**src/rtl/gehc_pkg.sv**
```systemverilog
package gehc_pkg;

   // Identification bytes and header constants.
   localparam logic [7:0]  MAGIC0       = 8'h7F;
   localparam logic [7:0]  MAGIC1       = 8'h45;
   localparam logic [7:0]  MAGIC2       = 8'h4C;
   localparam logic [7:0]  MAGIC3       = 8'h46;
   localparam logic [7:0]  CLASS_64     = 8'd2;
   localparam logic [15:0] MACHINE_GPU  = 16'd190;
   localparam logic [7:0]  ARCH_MASK    = 8'hFF;
   localparam logic [31:0] HEADER_BYTES = 32'd64;

   // Byte positions inside the 64-byte header.
   localparam logic [5:0] POS_MAGIC0 = 6'd0;
   localparam logic [5:0] POS_MAGIC1 = 6'd1;
   localparam logic [5:0] POS_MAGIC2 = 6'd2;
   localparam logic [5:0] POS_MAGIC3 = 6'd3;
   localparam logic [5:0] POS_CLASS  = 6'd4;
   localparam logic [5:0] POS_FLAGS  = 6'd48;
   localparam logic [5:0] POS_LAST   = 6'd63;

   // Eight-byte groups, selected by position bits 5..3.
   localparam logic [2:0] GROUP_PRG_OFF = 3'd4;
   localparam logic [2:0] GROUP_SEC_OFF = 3'd5;

   // Two-byte fields, selected by position bits 5..1.
   localparam logic [4:0] PAIR_MACHINE   = 5'd9;
   localparam logic [4:0] PAIR_PRG_ESIZE = 5'd27;
   localparam logic [4:0] PAIR_PRG_COUNT = 5'd28;
   localparam logic [4:0] PAIR_SEC_ESIZE = 5'd29;
   localparam logic [4:0] PAIR_SEC_COUNT = 5'd30;

   typedef struct packed {
      logic        ok;
      logic [7:0]  flags_low;
      logic [63:0] prg_off;
      logic [63:0] sec_off;
      logic [15:0] prg_esize;
      logic [15:0] prg_count;
      logic [15:0] sec_esize;
      logic [15:0] sec_count;
      logic [31:0] limit;
   } header_rec_type;

   typedef struct packed {
      logic full;
      logic empty;
   } queue_status_type;

endpackage

```
**src/rtl/gehc_req_if.sv**
```systemverilog
interface gehc_req_if;
   logic        valid;
   logic        ready;
   logic [7:0]  data_byte;
   logic        first_byte;
   logic [31:0] available_length;

   modport source(output valid, output data_byte, output first_byte,
                  output available_length, input ready);
   modport sink(input valid, input data_byte, input first_byte,
                input available_length, output ready);
endinterface

```
**src/rtl/gehc_front.sv**
```systemverilog
module gehc_front (
   input  logic                      clock,
   input  logic                      reset,
   gehc_req_if.sink                  req_chan,
   input  gehc_pkg::queue_status_type q_status,
   output logic                      push,
   output gehc_pkg::header_rec_type  rec_out
);
   import gehc_pkg::*;

   logic [5:0]  pos_ff, pos_in, pos;
   logic        ident_ff, ident_in, ident_cur, ident_next, ident_bad;
   logic [31:0] limit_ff, limit_in, limit_cur;
   logic [15:0] machine_ff, machine_in;
   logic [7:0]  flags_ff, flags_in;
   logic [63:0] prg_off_ff, prg_off_in;
   logic [63:0] sec_off_ff, sec_off_in;
   logic [15:0] prg_esize_ff, prg_esize_in;
   logic [15:0] prg_count_ff, prg_count_in;
   logic [15:0] sec_esize_ff, sec_esize_in;
   logic [15:0] sec_count_ff, sec_count_in;
   logic        accept, last;
   logic [7:0]  b;

   // Only the final byte of a header needs queue space, but holding off on a
   // full queue keeps ready independent of the payload.
   assign req_chan.ready = !q_status.full;
   assign accept         = req_chan.valid && req_chan.ready;
   assign b              = req_chan.data_byte;

   always_comb begin
      pos       = req_chan.first_byte ? 6'd0 : pos_ff;
      ident_cur = req_chan.first_byte ? 1'b1 : ident_ff;
      limit_cur = req_chan.first_byte ? req_chan.available_length : limit_ff;
      last      = (pos == POS_LAST);

      unique case (pos)
         POS_MAGIC0: ident_bad = (b != MAGIC0);
         POS_MAGIC1: ident_bad = (b != MAGIC1);
         POS_MAGIC2: ident_bad = (b != MAGIC2);
         POS_MAGIC3: ident_bad = (b != MAGIC3);
         POS_CLASS:  ident_bad = (b != CLASS_64);
         default:    ident_bad = 1'b0;
      endcase
      ident_next = ident_cur && !ident_bad;

      machine_in   = machine_ff;
      flags_in     = flags_ff;
      prg_off_in   = prg_off_ff;
      sec_off_in   = sec_off_ff;
      prg_esize_in = prg_esize_ff;
      prg_count_in = prg_count_ff;
      sec_esize_in = sec_esize_ff;
      sec_count_in = sec_count_ff;
      if (accept) begin
         if (pos[5:1] == PAIR_MACHINE)   machine_in[{pos[0], 3'b000} +: 8]   = b;
         if (pos[5:1] == PAIR_PRG_ESIZE) prg_esize_in[{pos[0], 3'b000} +: 8] = b;
         if (pos[5:1] == PAIR_PRG_COUNT) prg_count_in[{pos[0], 3'b000} +: 8] = b;
         if (pos[5:1] == PAIR_SEC_ESIZE) sec_esize_in[{pos[0], 3'b000} +: 8] = b;
         if (pos[5:1] == PAIR_SEC_COUNT) sec_count_in[{pos[0], 3'b000} +: 8] = b;
         if (pos[5:3] == GROUP_PRG_OFF)  prg_off_in[{pos[2:0], 3'b000} +: 8] = b;
         if (pos[5:3] == GROUP_SEC_OFF)  sec_off_in[{pos[2:0], 3'b000} +: 8] = b;
         if (pos == POS_FLAGS)           flags_in = b & ARCH_MASK;
      end

      if (accept) begin
         pos_in   = last ? 6'd0 : pos + 6'd1;
         ident_in = last ? 1'b1 : ident_next;
         limit_in = limit_cur;
      end else begin
         pos_in   = pos_ff;
         ident_in = ident_ff;
         limit_in = limit_ff;
      end
   end

   always_ff @(posedge clock) begin
      if (reset) begin
         pos_ff   <= 6'd0;
         ident_ff <= 1'b1;
         limit_ff <= 32'd0;
      end else begin
         pos_ff   <= pos_in;
         ident_ff <= ident_in;
         limit_ff <= limit_in;
      end
   end

   always_ff @(posedge clock) begin
      machine_ff   <= machine_in;
      flags_ff     <= flags_in;
      prg_off_ff   <= prg_off_in;
      sec_off_ff   <= sec_off_in;
      prg_esize_ff <= prg_esize_in;
      prg_count_ff <= prg_count_in;
      sec_esize_ff <= sec_esize_in;
      sec_count_ff <= sec_count_in;
   end

   // Nothing is captured at the final position, so the stored fields are
   // complete when the last byte transfers.
   assign push = accept && last;

   always_comb begin
      rec_out.ok        = ident_next && (machine_ff == MACHINE_GPU) &&
                          (limit_cur >= HEADER_BYTES);
      rec_out.flags_low = flags_ff;
      rec_out.prg_off   = prg_off_ff;
      rec_out.sec_off   = sec_off_ff;
      rec_out.prg_esize = prg_esize_ff;
      rec_out.prg_count = prg_count_ff;
      rec_out.sec_esize = sec_esize_ff;
      rec_out.sec_count = sec_count_ff;
      rec_out.limit     = limit_cur;
   end

endmodule

```
**src/flat_wrapper.sv**
```systemverilog
// flat-port wrapper written by rule: the top's interface ports become plain ports
module gehc_front_flat import gehc_pkg::*;
  (clock, reset, q_status, push, rec_out, req_chan_valid, req_chan_data_byte, req_chan_first_byte, req_chan_available_length, req_chan_ready);
  gehc_req_if req_chan_i ();
  input  logic clock;
  input  logic reset;
  input  gehc_pkg::queue_status_type q_status;
  output logic push;
  output gehc_pkg::header_rec_type rec_out;
  input wire logic [$bits(req_chan_i.valid)-1:0] req_chan_valid;
  input wire logic [$bits(req_chan_i.data_byte)-1:0] req_chan_data_byte;
  input wire logic [$bits(req_chan_i.first_byte)-1:0] req_chan_first_byte;
  input wire logic [$bits(req_chan_i.available_length)-1:0] req_chan_available_length;
  output wire logic [$bits(req_chan_i.ready)-1:0] req_chan_ready;
  assign req_chan_i.valid = req_chan_valid;
  assign req_chan_i.data_byte = req_chan_data_byte;
  assign req_chan_i.first_byte = req_chan_first_byte;
  assign req_chan_i.available_length = req_chan_available_length;
  assign req_chan_ready = req_chan_i.ready;
  gehc_front u_core (.clock(clock), .reset(reset), .req_chan(req_chan_i), .q_status(q_status), .push(push), .rec_out(rec_out));
endmodule
```
**config.mk**
```make
export PLATFORM = sky130hd
export DESIGN_NAME = gehc_front_flat
export DESIGN_NICKNAME = d
export VERILOG_FILES = /design/src/rtl/gehc_pkg.sv /design/src/rtl/gehc_req_if.sv /design/src/rtl/gehc_front.sv /design/src/flat_wrapper.sv
export SDC_FILE = /design/constraint.sdc
export NUM_CORES = 1
export LEC_CHECK = 0
export BUFFER_PORTS_ARGS = -buffer_cell sky130_fd_sc_hd__buf_2
export CAP_MARGIN = 20
export CORE_MARGIN = 8
export CORE_UTILIZATION = 55
export DETAILED_ROUTE_END_ITERATION = 16
export GPL_ROUTABILITY_DRIVEN = 1
export GPL_TIMING_DRIVEN = 0
export PLACE_DENSITY = 0.89
export SETUP_SLACK_MARGIN = 0.1
export SYNTH_ARGS = -nofsm -noshare
export SYNTH_HDL_FRONTEND = slang
export SYNTH_SLANG_ARGS = --single-unit
```
**constraint.sdc**
```tcl
create_clock -name clock -period 5.8 [get_ports clock]
set_input_delay 0.58 -clock clock [delete_from_list [all_inputs] [get_ports clock]]
set_output_delay 0.58 -clock clock [all_outputs]
set_load 0.02 [all_outputs]
```
== After elaboration in Yosys (flattened, before gate mapping) ==
Cells that the tools add are included.

* Register bits after elaboration: 255
* Bits in latches: 0
* RAM bits: 0
* ROM bits: 0
* Input bits: 46
* Output and inout bits: 235
* Logic and storage cells: 67
* Memories kept: 0

* $add $sub $neg: 3
* $mul: 0
* Divide/modulo/power cells: 0
* $lt $le $gt $ge: 1
* Eq/ne operators: 19
* Shifts and indexed selects: 4
* Multiplexer cells: 13
* Bitwise logic cells: 0
* Reductions and logical operators: 16

{| class="wikitable"
|+ Operators by type and width
! cell !! count
|-
| 64-bit bitwise mux || 2
|-
| 16-bit bitwise mux || 5
|-
| 8-bit by 8-bit variable shift with 64-bit output (first input constant) || 1
|-
| 8-bit by 8-bit indexed part select with 64-bit output || 1
|-
| 32-bit by 7-bit greater-or-equal comparator with 1-bit output (second input constant) || 1
|-
| 32-bit 2-to-1 mux || 1
|-
| 8-bit by 7-bit inequality test with 1-bit output (second input constant) || 4
|-
| 5-bit equality test (second input constant) || 4
|-
| 16-bit by 8-bit equality test with 1-bit output (second input constant) || 1
|-
| 2-bit AND reduction || 8
|-
| 8-bit by 6-bit variable shift with 16-bit output (first input constant) || 1
|-
| 8-bit by 6-bit indexed part select with 16-bit output || 1
|-
| 6-bit by 2-bit equality test with 1-bit output (second input constant) || 2
|-
| 6-bit equality test (second input constant) || 2
|-
| 6-bit 2-to-1 mux || 2
|-
| 8-bit by 2-bit inequality test with 1-bit output (second input constant) || 1
|-
| 6-bit negator with 8-bit output || 1
|-
| 6-bit by 1-bit adder with 6-bit output (second input constant) || 1
|-
| 3-bit equality test (second input constant) || 2
|-
| 6-bit by 1-bit equality test with 1-bit output (second input constant) || 1
|-
| 6-bit by 3-bit equality test with 1-bit output (second input constant) || 1
|-
| 6-bit zero test || 1
|-
| 4-bit negator with 6-bit output || 1
|-
| 5-bit by 4-bit equality test with 1-bit output (second input constant) || 1
|-
| 4 further kinds || 10
|}

== Logic depth before layout (Yosys ltp) ==
Gate-level depths: netlist (run 1).

* Depth in word-level cells: 7
* Depth in mapped cells: 12
* Mapped depth without buffers: 9

== Worst setup path before layout (run 1) ==
OpenSTA, ideal clock, no wires.

* Path type: in2out
* Start: input port req_chan_first_byte
* End: output port rec_out[232] (netlist bit)
* Arrival: 2.783 ns
* Required time: 5.220 ns
* Setup slack: 2.437 ns
* Stages: 10
* Buffers on the path: 2
* Cell sequence: clkbuf_8 nand2b_1 inv_1 clkbuf_1 ha_1 o221ai_2 a22o_1 nor4_2 nand3_1 a221oi_2

{| class="wikitable"
|+ RTL lines
! what !! RTL line !! source
|-
| from (decl) || flat_wrapper.sv:12 || <nowiki>input wire logic [$bits(req_chan_i.first_byte)-1:0] req_chan_first_byte;</nowiki>
|-
| to (decl) || flat_wrapper.sv:9 || <nowiki>output gehc_pkg::header_rec_type rec_out;</nowiki>
|}

==> results of run 1 <==
## power by group
| part | switching, W | internal (W) |
|---|---|---|
| combinational | 0.000147 | 0.0000772 |
| clock | 0.000651 | 0.000806 |
| sequential | 0.0000112 | 0.00199 |
## layout make-up
cell class                      instances  area [um^2]
Inverter                               15         56.3
Multi-Input combinational cell        363         2150
Tap cell                              225          282
Clock buffer                           27          612
Sequential cell                       255         7270
Buffer                                 32          151
Clock inverter                         16          119
Fill cell                            1164         5090
Timing Repair Buffer                  288         1450
## registers in the layout, summed over array words and instances, names as in the netlist
signal,count
u_core.prg_off_ff,64
u_core.sec_off_ff,64
u_core.limit_ff,32
u_core.machine_ff,16
u_core.prg_count_ff,16
u_core.prg_esize_ff,16
u_core.sec_count_ff,16
u_core.sec_esize_ff,16
u_core.flags_ff,8
u_core.pos_ff,6
u_core.ident_ff,1
## worst paths after layout
kind,start,cells after the start,endpoint
max,req_chan_first_byte,12,rec_out[232]
min,req_chan_data_byte[1],1,u_core.flags_ff[1]
max reg2reg,u_core.pos_ff[0],9,u_core.sec_off_ff[5]
min reg2reg,u_core.limit_ff[0],2,u_core.limit_ff[0]
## synth_stat cells, types with 12 or more instances
cell,instances,area [um^2]
clkbuf_1,22,82.6
nor3_1,48,240
nand2_1,17,63.8
nor2_1,118,443
inv_1,12,45.0
and2_1,35,219
edfxtp_1,216,6490
mux2_2,28,315
nor4_1,12,75.1
and3_1,22,138
dfxtp_1,39,781
## cell families after synthesis
family / after synthesis / share of synthesized area, %
AOI/OAI and AO/OA: 39 / 2.91
xor gates and xnor gates: 1 / 0.0912
adders and majority gates: 5 / 0.651
buffers and inverters: 47 / 2.16
DFF: 255 / 75.7
muxes: 32 / 3.70
and+or+nand+nor: 286 / 14.8
## stage by stage
step / worst slack (ns) / area [um^2] / std cells / total power [W]
detailed placement: 1.49 / 11300 / 1176 / 0.00226
global placement: 1.67 / 11300 / 1168 / 0.00226
global route: 1.44 / 12100 / 1221 / 0.00379
floorplan: 2.44 / 9600 / 665 / 0.00218
finish: 1.63 / 12100 / 1221 / 0.00368
CTS: 1.65 / 12100 / 1219 / 0.00369
## routing by layer
metal  vias up  track usage [%]
li1       3079                -
met1      3260             28.4
met2       492             40.7
met3        54             7.81
met4         0             7.39
met5         -                0
==> impl_results.md, run 1 <==
- Outcome: finished, final reports clean
- Metal2 WL: approximately 14000 um
- Vias per cell: 5.64
- Crit path top cell by count: buf_2
- Worst relative slew slack: 31.5%
- Final Cycle Share: 71.9%
- Buffer count from post-CTS setup fixing: 0
- Hold_buf cts: 0
- Ports: 281
- Wirelength per Cell: 22.4 um
- Hpwl dp: about 20000 um
- Count of cell types in the netlist: 48
- Residual DRC: 0
- Clock root buffer: clkbuf_16
- CTS tree: yes
- H-tree Lvls: 1
- Final setup fails: 0
- Final Util: ~70%
- Most frequent cells in the layout: buf_2 (287), edfxtp_1 (216), nor2_1 (118)
- Seq/Total Area, Yosys: between 70 and 80%
- Setup crit end kind: primary output
- Initial core utilization: 55.9%
- WS Path Type: in2out
- Final hold slack: 0.308 ns
- Grt total ovfl: 0
- Max Clock Skew: about 0.028 ns
- CTS Buf Count: 24
- Clk sinks: 255
- Final Wtd Congestion: 0.846
- Die ar.: 21900 um^2
- Cell count after synthesis: between 600 and 700
- Clk buf depth: 3
- Final ANT Viol Nets: 0
- Max-cap violations: 0
- Mean post-synth cell area: 14.4 um^2
- Top layer in use: met4
- Ys flop type: edfxtp_1
- Initial antenna violation count: 0
- PostCTS Resize Cnt: 0
- First-pass GRT wire length: 40200 um
- Metal3 WL: 3450 um
- Area Overhead vs Synth: 25.8%
- Dominant delay contributor by cell family on the critical path: buffers and inverters
- Cell Chain, Critical Path: buf_2 > clkbuf_8 > nand2b_1 > inv_1 > clkbuf_1 > ha_1 > o221ai_2 > a22o_1 > nor4_2 > nand3_1 > a221oi_2 > buf_2
- PortBufs: 278
- Slowest CP cell: clkbuf_1
- Leakage: around 5.2 nW
- Max VDD drop: 0.206 mV
- Antenna diode count: 0
- Fmax: ~240 MHz
- Worst Max-Slew Pin Slew: 1.02 ns
- Tmin final: 4.17 ns
- Mapped Area: slightly below 10000 um^2
- Worst-Skew Late Latency: between 0.5 and 0.6 ns
- Power Dens Cells: 305 nW/um^2
- Fin Setup TNS: 0 ns
- Vias in the first global route: between 6000 and 7000
- EDFF count, synth: 216
- Hold WC Path Type: in2reg
- DIE WIDTH: between 100 and 150 um
- DR vias: 6885
- FP Rows: 48
- RSZ-0062 raised after global routing: no
- Reg-to-reg setup timing slack: 1.94 ns
- Max-slew violations: 0
- Vert. Die Dim: 148 um
- Total GRT Usage: between 20% and 30%
- Final WL: roughly 27000 um
- Synth Register Bits: 255
- CORE AREA: 17200 um^2
- CP peak stage delay: 0.53 ns
- Buf+Inv Stages, Crit Path: 5
- Final #Nets: 1030
- DRT Pass-1 Iters: 5
- Yosys warns: 0
- Layout cells sized above 1: between 30% and 40%
- Net count after synthesis: 716
- DRT iter0 DRCs: 605
- Largest net degree at the start of global routing: 16
- CP arrival: about 3.6 ns
- Most common cell after layout, fill and taps aside: buf_2
- WL met1: 9740 um
- Req. time, crit path: 5.22 ns
- Critical path peak fanout: 11
- Critical Path Start Type: input pin
- Clock-pin slew on the worst setup and hold paths: 0.07 ns
- Async SR Flop Fraction: 0%
- Final hold violation count: 0
No activity file was read; power rests on OpenSTA's default activity.
==> inputs of run 2 (changes only) <==
--- a/config.mk
+++ b/config.mk
@@ -8,11 +8,11 @@
 export BUFFER_PORTS_ARGS = -buffer_cell sky130_fd_sc_hd__buf_2
 export CAP_MARGIN = 20
 export CORE_MARGIN = 8
-export CORE_UTILIZATION = 55
+export CORE_UTILIZATION = 52
 export DETAILED_ROUTE_END_ITERATION = 16
 export GPL_ROUTABILITY_DRIVEN = 1
 export GPL_TIMING_DRIVEN = 0
-export PLACE_DENSITY = 0.89
+export PLACE_DENSITY = 0.85
 export SETUP_SLACK_MARGIN = 0.1
 export SYNTH_ARGS = -nofsm -noshare
 export SYNTH_HDL_FRONTEND = slang
==> constraint.sdc (replaced) <==
create_clock -name clock -period 4.27 [get_ports clock]
set_input_delay 0.427 -clock clock [delete_from_list [all_inputs] [get_ports clock]]
set_output_delay 0.427 -clock clock [all_outputs]
set_load 0.02 [all_outputs]
==> run 2 against run 1 <==
  * Combinational power up 36%
  * Final area is 1.3% higher
  * Flip-flop and latch count is the same
  * Final cell count grew 0.82%
  * Die area increased by 5.1%
  * Global-route usage decreased by 1.2 points
  * Worst setup slack worse by 1.2 ns
  * Sequential power rose by 36%
  * Count of clock-buffer cells in the layout increased by 2
  * Clock skew decreased by 0.012 ns
  * Wire length grew 0.71%
  * Critical endpoint is now u_core.prg_off_ff[2]
  * Largest power group unchanged
==> impl_results.md, run 2 (synthesis results as in run 1) <==
- WS Path Type: reg2reg
- Critical Path Start Type: flip-flop
- Worst R2R Start: u_core.pos_ff[0]
- Power Dens Cells: 435 nW/um^2 (+43%)
- Fmax: roughly 260 MHz
- PortBufs: 278 (unchanged)
- Max VDD drop: 0.363 mV (+76%)
- Reg-to-reg setup timing slack: 0.44 ns (-1.50 ns)
- Max-slew violations: 0 (unchanged)
- Layout cells sized above 1: 37.4% (+0.58 points)
- CORE AREA: 18000 um^2 (+4.9%)
- Wirelength per Cell: 22.4 um (-0.11%)
- Clk sinks: 255 (unchanged)
- DR vias: 6991 (+1.5%)
- Clock root buffer: clkbuf_16
- Die ar.: 23100 um^2 (+5.1%)
- Worst Max-Slew Pin Slew: 0.941 ns (-0.0818 ns)
- Fin Setup TNS: 0 ns (unchanged)
- Vias in the first global route: 6995 (+1.2%)
- DIE WIDTH: 152 um (+2.5%)
- Total GRT Usage: 22.7% (-1.2 points)
- Initial core utilization: 53.3% (-2.6 points)
- DRT Pass-1 Iters: 5 (unchanged)
- Reg2Reg Depth: 9 (unchanged)
- Final ANT Viol Nets: 0 (unchanged)
- Multi-input logic area: 2150 um^2 (unchanged)
- Final instance area: 12200 um^2 (+1.3%)
- Most common cell after layout, fill and taps aside: buf_2
- DP Area: 11400 um^2 (+0.12%)
- Area Overhead vs Synth: 27.5%
- Max Clock Skew: 0.0152 ns (-0.0124 ns)
- Hold WC Path Type: in2reg
- Leakage: 5.24 nW (+1.7%)
- Outcome: finished, final reports clean
- Vert. Die Dim: 152 um (+2.5%)
- Buffer count from post-CTS setup fixing: 0 (unchanged)
- CTS Buf Count: 26 (+8.3%)
- DRT iter0 DRCs: 540 (-11%)
- H-tree Lvls: 1 (unchanged)
- Setup crit end kind: flip-flop
- Biggest regs: u_core.prg_off_ff (64), u_core.sec_off_ff (64), u_core.limit_ff (32)
- Tmin final: 3.83 ns
- Final WL: 27600 um (+0.71%)
- Final #Nets: 1033 (+0.29%)
- Req. time, crit path: 4.42 ns (-0.80 ns)
- Final Cycle Share: 89.6%
- RSZ-0062 raised after global routing: no
- Final Wtd Congestion: 0.844 (-0.20%)
- First-pass GRT wire length: 41300 um (+2.7%)
- Critical path peak fanout: 11 (unchanged)
- Final setup fails: 0 (unchanged)
- Critical Path End: u_core.prg_off_ff[2]
- Largest net degree at the start of global routing: 15 (-1)
- Antenna diode count: 0 (unchanged)
- Register area: 7270 um^2 (unchanged)
- Most frequent cells in the layout: buf_2 (286), edfxtp_1 (216), nor2_1 (118)
- Hpwl dp: 20000 um (+0.18%)
- Clock-pin slew on the worst setup and hold paths: 0.06 ns (about the same)
- Worst-Skew Late Latency: 0.53 ns (about the same)
- Worst relative slew slack: 37.0% (+5.5 points)
- Worst setup startpoint: u_core.pos_ff[0]
- Initial antenna violation count: 0 (unchanged)
- Grt total ovfl: 0 (unchanged)
- CTS tree: yes
- Vias per cell: 5.68 (+0.71%)
- RR Endpoint: u_core.prg_off_ff[2]
- # fillers: 1198 (+2.9%)
- Ports: 281 (unchanged)
- FP Rows: 49 (+2.1%)
- CP arrival: 3.98 ns (+0.39 ns)
- Residual DRC: 0 (unchanged)
- Final hold violation count: 0 (unchanged)
- Clk buf depth: 3 (unchanged)
- Max-cap violations: 0 (unchanged)
-- run 2: worst max-delay path, cell delays in order, from the launching register on --
cell	delay [ns]
dfxtp_1	0.34
nand2b_1	0.17
clkbuf_1	0.46
ha_1	0.38
ha_1	0.28
clkbuf_1	0.23
nor2_1	0.50
nand2_1	0.19
or2_2	0.35
nor2_1	0.54
-- run 2: cell type report --
class,instances,area share [%]
Sequential cell,255,59.3
Multi-Input combinational cell,363,17.5
Timing Repair Buffer,289,12.0
Buffer,32,1.25
Clock inverter,19,1.73
Clock buffer,29,5.40
Inverter,15,0.460
Tap cell,229,2.34
-- run 2: how the worst min path moves through the flow --
stage,depth (start not counted),end,slack [ns],start
after global placement,2,u_core.limit_ff[3],0.48,u_core.limit_ff[3]
after floorplan,2,u_core.limit_ff[0],0.47,u_core.limit_ff[0]
after detailed placement,2,u_core.limit_ff[6],0.49,u_core.limit_ff[6]
final,1,u_core.flags_ff[0],0.13,req_chan_data_byte[0]
after global routing,1,u_core.flags_ff[0],0.12,req_chan_data_byte[0]
after CTS,1,u_core.flags_ff[0],0.12,req_chan_data_byte[0]
-- run 2: what timing repair did --
action,4_1_cts,5_1_grt
endpoints found under the setup margin,0,1
hold buffers,0,0
gates resized for setup,0,2
-- run 2: layer usage --
layer,track usage [%],up-vias,part of all wire (%)
met3,7.42,63,12
met2,38.6,512,48
met1,27.0,3326,37
met4,6.51,0,2.5
met5,0,-,0
li1,-,3090,-
-- run 2: through the flow --
stage / hold slack (ns) / cells / power (W) / util (%) / setup slack, ns
2_1_floorplan: 0.472 / 665 / 0.00296 / - / 1.19
4_1_cts: 0.122 / 1228 / 0.00534 / 67.8 / 0.318
6_report: 0.135 / 1231 / 0.00533 / 68.0 / 0.443
3_3_place_gp: 0.483 / 1172 / 0.00306 / 62.6 / 0.282
3_5_place_dp: 0.490 / 1180 / 0.00307 / 63.0 / 0.0985
5_1_grt: 0.124 / 1231 / 0.00546 / 68.0 / 0.213
-- run 2: where the power goes --
part	total, W	switching, W	internal [W]
registers	0.00272	0.0000162	0.00270
clock network	0.00231	0.000945	0.00137
logic	0.000305	0.000200	0.000105
total	0.00533	0.00116	0.00417
==> inputs of run 3 (changes only) <==
==> constraint.sdc (replaced) <==
create_clock -name clock -period 3.7 [get_ports clock]
set_input_delay 0.37 -clock clock [delete_from_list [all_inputs] [get_ports clock]]
set_output_delay 0.37 -clock clock [all_outputs]
set_load 0.02 [all_outputs]
==> run 3 against run 2 <==
  * Combinational power rose by 17%
  * Flip-flop and latch count unchanged
  * Final area up 0.28%
  * Worst setup slack worse by 0.18 ns
  * Hold slack got worse by 0.060 ns
  * Sequential power increased by 15%
  * First-iteration DRC count up 0.37%
  * Sequential share of layout area fell by 0.16 points
  * Count of clock-buffer cells in the layout stayed put
  * Highest routed layer unchanged
==> impl_results.md, run 3 (synthesis results as in run 1) <==
- Dominant delay contributor by cell family on the critical path: compound AO/OA/AOI/OAI gates
- Critical Path Start Type: flip-flop
- Worst Max-Slew Pin Slew: 0.970 ns (+0.0286 ns)
- Biggest regs: u_core.prg_off_ff (64), u_core.sec_off_ff (64), u_core.limit_ff (32)
- CP peak stage delay: 0.37 ns (-0.17 ns)
- First-pass GRT wire length: 41300 um (about the same)
- Final #Nets: 1033 (unchanged)
- Final ANT Viol Nets: 0 (unchanged)
- Worst-Skew Late Latency: 0.53 ns (about the same)
- Placed cells: 1180 (unchanged)
- Clock root buffer: clkbuf_16
- DRT Pass-1 Iters: 5 (unchanged)
- DP Area: 11400 um^2 (unchanged)
- Final hold slack: 0.0744 ns (-0.0604 ns)
- H-tree Lvls: 1 (unchanged)
- Hold WC Path Type: in2reg
- Layout cells sized above 1: 38.1% (+0.70 points)
- Metal2 WL: 13400 um (+0.13%)
- Worst relative slew slack: 35.1% (-1.9 points)
- Clk sinks: 255 (unchanged)
- CORE AREA: 18000 um^2 (unchanged)
- Initial core utilization: 53.3% (unchanged)
- Final Cycle Share: 92.9%
- Slowest CP cell: dfxtp_1
- Area Overhead vs Synth: 27.9%
- Cell Chain, Critical Path: nand2b_4 > inv_2 > clkbuf_4 > ha_1 > clkbuf_8 > o22ai_1 > a211oi_1 > a311oi_2 > nand3_1 > a221oi_2 > buf_2
- DIE WIDTH: 152 um (unchanged)
- Vias in the first global route: 6995 (unchanged)
- Tmin final: 3.44 ns
- Ports: 281 (unchanged)
- Hold_buf cts: 0 (unchanged)
- Hpwl dp: 20000 um (unchanged)
- Most common cell after layout, fill and taps aside: buf_2
- Power Dens Cells: 502 nW/um^2 (+15%)
- Die ar.: 23100 um^2 (unchanged)
- Antenna diode count: 0 (unchanged)
- Final Wtd Congestion: 0.844 (unchanged)
- Setup crit end kind: primary output
- Metal3 WL: 3290 um (+2.9%)
- Vert. Die Dim: 152 um (unchanged)
- Final hold violation count: 0 (unchanged)
- PortBufs: 278 (unchanged)
- Max-slew violations: 0 (unchanged)
- Final WL: 27600 um (+0.23%)
- Fin Setup TNS: 0 ns (unchanged)
- Leakage: 5.25 nW (about the same)
- Layout Cells excl Fill: 1231 (unchanged)
- PostCTS Resize Cnt: 4 (+4)
- Req. time, crit path: 3.33 ns (-1.09 ns)
- Outcome: finished, final reports clean
- Final setup fails: 0 (unchanged)
- Critical path peak fanout: 11 (unchanged)
- Buf+Inv Stages, Crit Path: 4 (+2)
- CTS tree: yes
- WS Path Type: reg2out
- Clk buf depth: 3 (unchanged)
- Wirelength per Cell: 22.5 um (+0.23%)
- Max-cap violations: 0 (unchanged)
- FP Rows: 49 (unchanged)
- Total GRT Usage: 22.7% (about the same)
- Max Clock Skew: 0.0139 ns (-0.00136 ns)
- Initial antenna violation count: 0 (unchanged)
- Top layer in use: met4
- CP arrival: 3.07 ns (-0.91 ns)
- Vias per cell: 5.67 (-0.16%)
- Max VDD drop: 0.422 mV (+16%)
- Buffer count from post-CTS setup fixing: 0 (unchanged)
- RSZ-0062 raised after global routing: no
- Largest net degree at the start of global routing: 15 (unchanged)
- Grt total ovfl: 0 (unchanged)
- Residual DRC: 0 (unchanged)
- Fmax: 291 MHz
- Final instance area: 12300 um^2 (+0.28%)
- CTS Buf Count: 26 (unchanged)
- DR vias: 6980 (-0.16%)
- Most frequent cells in the layout: buf_2 (287), edfxtp_1 (216), nor2_1 (116)
- Clock-pin slew on the worst setup and hold paths: 0.06 ns (about the same)
- WL met1: 10300 um (-0.76%)
- DRT iter0 DRCs: 542 (+0.37%)
[run 3: stage by stage]
stage	total power, W	util (%)	worst slack (ns)
after floorplan	0.00341	-	0.680
after CTS	0.00616	67.9	0.103
final	0.00616	68.1	0.264
after detailed placement	0.00355	63.0	-0.415
after global routing	0.00631	68.1	0.123
after global placement	0.00354	62.6	-0.231
[run 3: where the power goes]
part	internal (W)	switching, W	total, W	leakage, nW
combinational	0.000123	0.000233	0.000356	2.30
clock	0.00158	0.00109	0.00267	0.430
sequential	0.00312	0.0000190	0.00314	2.52
total	0.00482	0.00135	0.00616	5.25
[run 3: final timing paths]
check	from	endpoint	slack, ns	cells past startpoint
min	req_chan_data_byte[5]	u_core.flags_ff[5]	0.07	1
max	u_core.pos_ff[0]	rec_out[232]	0.26	11
max reg2reg	u_core.pos_ff[0]	u_core.prg_off_ff[2]	0.36	9
min reg2reg	u_core.limit_ff[1]	u_core.limit_ff[1]	0.50	2
[run 3: layer usage]
layer | vias up | track usage, %
met5 | - | 0
met4 | 0 | 6.51
met3 | 59 | 7.42
met2 | 504 | 38.6
met1 | 3325 | 27.0
li1 | 3092 | -
[run 3: area by class of cell]
class / instances / area (um^2)
repair buffers: 289 / 1470
fillers: 1196 / 5740
clock buffers: 29 / 662
well taps: 229 / 287
plain buffers: 32 / 156
inverters: 15 / 56.3
clock inverters: 19 / 211
multi-input cells: 363 / 2180
flip-flops and latches: 255 / 7270
